$ cat src/rtl/fbea_pkg.sv
// ----------------------------------------------------------------------------
// Five-bar elbow angle package
// Shared widths, constants, the arc tangent table and small helpers.
// ----------------------------------------------------------------------------
package fbea_pkg;

	localparam int CordicStepsDefault = 16;
	localparam int CordicStepsMax = 32;

	// Internal datapath width for rotation cells.
	localparam int DW = 64;

	localparam logic signed [DW-1:0] KINV_Q30 = 64'sd652032874;
	localparam logic signed [DW-1:0] DEG_TO_RAD = 64'sd146409;
	localparam logic signed [DW-1:0] HALF_PI_Q30 = 64'sd1686629713;
	localparam logic signed [19:0] TURN_Q7 = 20'sd46080;
	localparam logic signed [19:0] HALF_TURN_Q7 = 20'sd23040;
	localparam logic signed [19:0] QUARTER_TURN_Q7 = 20'sd11520;

	// Register indexes.
	typedef enum logic [2:0] {
		REG_SPACING = 3'd0,
		REG_PROX1 = 3'd1,
		REG_PROX2 = 3'd2,
		REG_DIST1 = 3'd3,
		REG_DIST2 = 3'd4
	} reg_idx_t;

	// Cell operating mode.
	typedef enum logic {
		MODE_ROTATE = 1'b0,
		MODE_VECTOR = 1'b1
	} cordic_mode_t;

	// Arc tangent of 2^-i with 30 fraction bits.
	function automatic logic signed [DW-1:0] atan_entry(input int i);
		logic [31:0] v;
		case (i)
			0: v = 32'h3243F6A8;
			1: v = 32'h1DAC6705;
			2: v = 32'h0FADBAFC;
			3: v = 32'h07F56EA6;
			4: v = 32'h03FEAB76;
			5: v = 32'h01FFD55B;
			6: v = 32'h00FFFAAA;
			7: v = 32'h007FFF55;
			8: v = 32'h003FFFEA;
			9: v = 32'h001FFFFD;
			10: v = 32'h000FFFFF;
			11: v = 32'h0007FFFF;
			12: v = 32'h0003FFFF;
			13: v = 32'h0001FFFF;
			14: v = 32'h0000FFFF;
			15: v = 32'h00007FFF;
			16: v = 32'h00003FFF;
			17: v = 32'h00001FFF;
			18: v = 32'h00000FFF;
			19: v = 32'h000007FF;
			20: v = 32'h000003FF;
			21: v = 32'h000001FF;
			22: v = 32'h000000FF;
			23: v = 32'h0000007F;
			24: v = 32'h0000003F;
			25: v = 32'h0000001F;
			26: v = 32'h0000000F;
			27: v = 32'h00000008;
			28: v = 32'h00000004;
			29: v = 32'h00000002;
			30: v = 32'h00000001;
			default: v = 32'h00000000;
		endcase
		return {32'd0, v};
	endfunction

	// Signed 32 by 32 product with a full 64-bit result.
	function automatic logic signed [DW-1:0] mul32(input logic signed [31:0] a,
			input logic signed [31:0] b);
		return DW'(a) * DW'(b);
	endfunction

endpackage

$ cat src/rtl/fbea_isqrt.sv
// ----------------------------------------------------------------------------
// Pipelined square root
// Integer square root of a 64-bit value, one result bit per stage.
// ----------------------------------------------------------------------------
module fbea_isqrt import fbea_pkg::*; (
	input  logic        clk,
	input  logic [63:0] val,
	output logic [31:0] root
);

	logic [63:0] rem [33];
	logic [31:0] res [33];

	assign rem[0] = val;
	assign res[0] = '0;

	// Each stage decides one root bit, most significant first.
	for (genvar k = 0; k < 32; k++) begin : g_stage
		localparam int B = 31 - k;
		logic [63:0] trial;
		assign trial = ({32'd0, res[k]} << (B + 1)) + (64'd1 << (2 * B));
		always_ff @(posedge clk) begin
			if (rem[k] >= trial) begin
				rem[k+1] <= rem[k] - trial;
				res[k+1] <= res[k] | (32'd1 << B);
			end else begin
				rem[k+1] <= rem[k];
				res[k+1] <= res[k];
			end
		end
	end

	assign root = res[32];

endmodule

$ cat config.mk
export PLATFORM = sky130hd
export DESIGN_NAME = fbea_isqrt
export DESIGN_NICKNAME = d
export VERILOG_FILES = /design/src/rtl/fbea_pkg.sv /design/src/rtl/fbea_isqrt.sv
export SDC_FILE = /design/constraint.sdc
export NUM_CORES = 2
export LEC_CHECK = 0
export BUFFER_PORTS_ARGS = -buffer_cell sky130_fd_sc_hd__buf_4
export CAP_MARGIN = 10
export CORE_ASPECT_RATIO = 0.7
export CORE_MARGIN = 5
export CORE_UTILIZATION = 25
export DETAILED_ROUTE_END_ITERATION = 8
export GPL_TIMING_DRIVEN = 0
export PLACE_DENSITY = 0.45
export SYNTH_ARGS = -nofsm -noshare
export SYNTH_HDL_FRONTEND = slang
export SYNTH_SLANG_ARGS = --single-unit
$ cat constraint.sdc
create_clock -name clk -period 3.56 [get_ports clk]
set_input_delay 0.534 -clock clk [delete_from_list [all_inputs] [get_ports clk]]
set_output_delay 0.534 -clock clk [all_outputs]
set_load 0.02 [all_outputs]
==> qor.csv <==
stage,metric,value,unit
run,max cap viols,0,
placed_design,pre-CTS setup slack,-1539,ps
outcome,failing checks,negative setup slack,
synth,most used flip-flop cell after synthesis,dfxtp_1,
global_routing,first-pass GRT wire length,426000,um
global_routing,largest net degree at the start of global routing,20,
synth,Post-Syn Instances,9511,
detailed_routing,Via Count,69990,
finish,"commonest non-fill, non-tap cell in the layout",dfxtp_1,
detailed_routing,drt wl/cell,18.63,um
global_routing,most used routing layer in global routing,met1,
timing,Clock Skew,95.26,ps
min_path,Hold Path Class,in -> reg,
worst_setup_path,CP required,4230,ps
detailed_routing,ANT nets after route,0,
synth,Area contributors post-synth,"dfxtp_1, ha_1, xnor2_1, xor2_1, a21oi_1",
timing,Final Hold Fails,0,
outcome,status,"finished, violations left",
floorplan,Die Span X,746.3,um
detailed_routing,Via density,4.565,
clocking,total CTS buffers,267,
timing,Final TNS setup,-42.48,ps
synth,Yosys top cell by area,dfxtp_1,
power_and_ir_drop,Pleak,0.05152,uW
synth,Synth warnings,0,
finish,share of layout cells above drive strength 1,13.76,%
detailed_routing,DRT Pass-1 Iters,6,
timing,fin. max-slew vios,0,
power_and_ir_drop,Total Power,93020,uW
clocking,CTS sink count,2512,
detailed_routing,final wirelength,285700,um
worst_setup_path,critical path arrival,4260,ps
timing,endpoints failing setup,2,
synth,syn_nets,10130,
floorplan,num rows,189,
synth,post-synth cell types,96,
global_routing,GRT Residual Overflow,0,
worst_setup_path,type of origin of the critical path,flop,
global_routing,Global Route met3 Usage,3.240,%
floorplan,Initial Util,25.07,%
timing,min cycle time layout,3582,ps
timing,Worst-Margin Slew,1234,ps
global_routing,GR Util met2,17.73,%
global_routing,initial antenna violation count,15,
clocking,root buf cell,clkbuf_16,
global_routing,number of global-route vias before repair,67750,
floorplan,Core Region,378400,um2
floorplan,die area,392100,um2
clocking,CTS tree,yes,
worst_setup_path,crit path kind,reg -> reg,
finish,number of fill cells,38830,
placed_design,GPL Wtd Cong,0.9189,
worst_setup_path,Worst Setup SP,res[279]$_DFF_P_,
synth,sequential share of the synthesized area,53.01,%
timing,Slew headroom,16.99,%
finish,"commonest cells after routing, fill and taps aside","dfxtp_1, inv_1, nand2_1, nor2_1, a21oi_1",
timing,f_max,0.2792,GHz
synth,Syn Std Cell Area,94870,um2
synth,Synth Register Bits,2512,
clocking,clk slew on worst S/H paths,60,ps
timing,period utilization,100.6,%
placed_design,I/O Buffers,96,
min_path,origin of the worst min-delay path,val[44],
finish,Layout Nets,10690,
worst_setup_path,critical path peak fanout,4,
global_routing,routing usage on met1,22.82,%
synth,number of synthesized flops with an enable pin,0,
finish,Register Area,50340,um2
synth,area share of the largest cell type after synthesis,53.01,%
timing,RSZ-0062 raised after global routing,true,
global_routing,GRT Total Usage,13.91,%
floorplan,Ports,97,
worst_setup_path,CP endpoint kind,flop,
finish,area occupied by multi-input gates,44600,um2
detailed_routing,Residual DRC,0,
finish,final core occ,30.75,%
placed_design,Post-DP HPWL,223800,um
floorplan,die span in y,525.4,um
power_and_ir_drop,peak supply drop,453.7,uV
synth,ys async rst share,0,%
clocking,H-tree depth,5,
power_and_ir_drop,pwr dens,799.4,nW/um2
detailed_routing,Iter 0 DRT Violations,5871,
clocking,clock tree buffer depth,4,
synth,Mean Syn Cell Area,9.975,um2
timing,final worst slack,-21.62,ps
clocking,clock latency on the worst-skew pair,910,ps
worst_setup_path,Reg2Reg Launch Point,res[279]$_DFF_P_,
finish,synthesis-to-layout area growth,22.65,%
## area by class of cell
| class | count | share of cell area [%] |
|---|---|---|
| Sequential cell | 2512 | 43.26 |
| Antenna cell | 15 | 0.03226 |
| Inverter | 701 | 2.269 |
| Buffer | 122 | 0.5828 |
| Tap cell | 5061 | 5.442 |
| Clock buffer | 358 | 6.549 |
| Multi-Input combinational cell | 6129 | 38.33 |
| Timing Repair Buffer | 330 | 2.459 |
| Clock inverter | 104 | 1.075 |
## worst max-delay path, cell delays in order, from the launching register on
cell       delay [ps]
dfxtp_2           340
inv_2              50
ha_4              260
nand4_1           230
or4_4             640
o21ai_4           190
a221o_1           210
a21oi_4            70
o2111ai_4         290
o311ai_4          180
or3_4             380
or4_4             430
xnor2_2           150
## Yosys cell counts, types with 30 or more instances
cell / instances
ha_1: 558
inv_1: 698
mux2_2: 84
clkbuf_1: 143
dfxtp_1: 2512
nor2b_1: 84
nand2b_1: 118
and3_1: 47
or2_2: 55
nand3_1: 139
nand4_1: 157
or3_1: 117
o31ai_1: 44
nor4b_1: 44
a211oi_1: 34
nor2_1: 614
o211ai_1: 32
nand3b_1: 30
nor3_1: 247
xnor2_1: 488
or4_1: 59
xor2_1: 387
a21oi_1: 575
nand2_1: 639
o21a_1: 102
a31oi_1: 53
a21o_1: 260
o21bai_1: 48
nor4_1: 329
o21ai_0: 448
## metal layers
metal / up-vias / wire, um / share of wire (%)
met4: 8 / 4812 / 1.7
met3: 322 / 21360 / 7.5
met5: - / 222 / 0.078
li1: 34160 / - / -
met2: 2065 / 102400 / 36
met1: 33440 / 156900 / 55
## power by group
group          switching [uW]  total (uW)  internal (uW)
clock network           11500       28000          16500
registers                6340       40900          34500
logic                   13500       24100          10600
total                   31300       93000          61700
## sequential cells by signal (all words and copies together), names as in the netlist
name  flops
rem    1984
res     496
root     32
## path summary, 6_finish.rpt
path | end | slack (ps) | cells past startpoint
worst max register to register | rem[506]$_DFF_P_ | -20 | 12
worst min register to register | rem[1754]$_DFF_P_ | 310 | 0
worst min-delay path | rem[2028]$_DFF_P_ | 280 | 2
worst max-delay path | rem[506]$_DFF_P_ | -20 | 12
## kinds of logic (layout without fill, tap and decap cells)
family	Yosys count	count (layout)	share of synthesized area (%)
buf+inv	871	1615	3.488
mux	91	91	1.076
simple gates	2805	2805	15.23
xor+xnor	875	875	8.078
fa+ha+maj	558	558	7.359
flops	2512	2512	53.01
compound gates	1799	1800	11.76
other cells	0	15	0
## repair_timing
| item | in CTS | in global routing |
|---|---|---|
| cloned | 1 | 6 |
| endpoints found under the setup margin | 734 | 582 |
| pin swaps | 76 | 133 |
| setup buffers | 63 | 88 |
| hold endpoints to repair | 64 | 0 |
| hold buffers | 64 | 0 |
| resized for setup | 367 | 477 |
## metrics by stage
step	cells	cell area [um2]	hold slack [ps]
2_1_floorplan	9511	94870	322.4
3_3_place_gp	14670	101900	340.2
3_5_place_dp	14680	102100	326.7
4_1_cts	15240	113700	208.7
5_1_grt	15320	116300	244.1
6_report	15330	116400	284.7
Note: power is estimated with default switching activity, not from simulation.
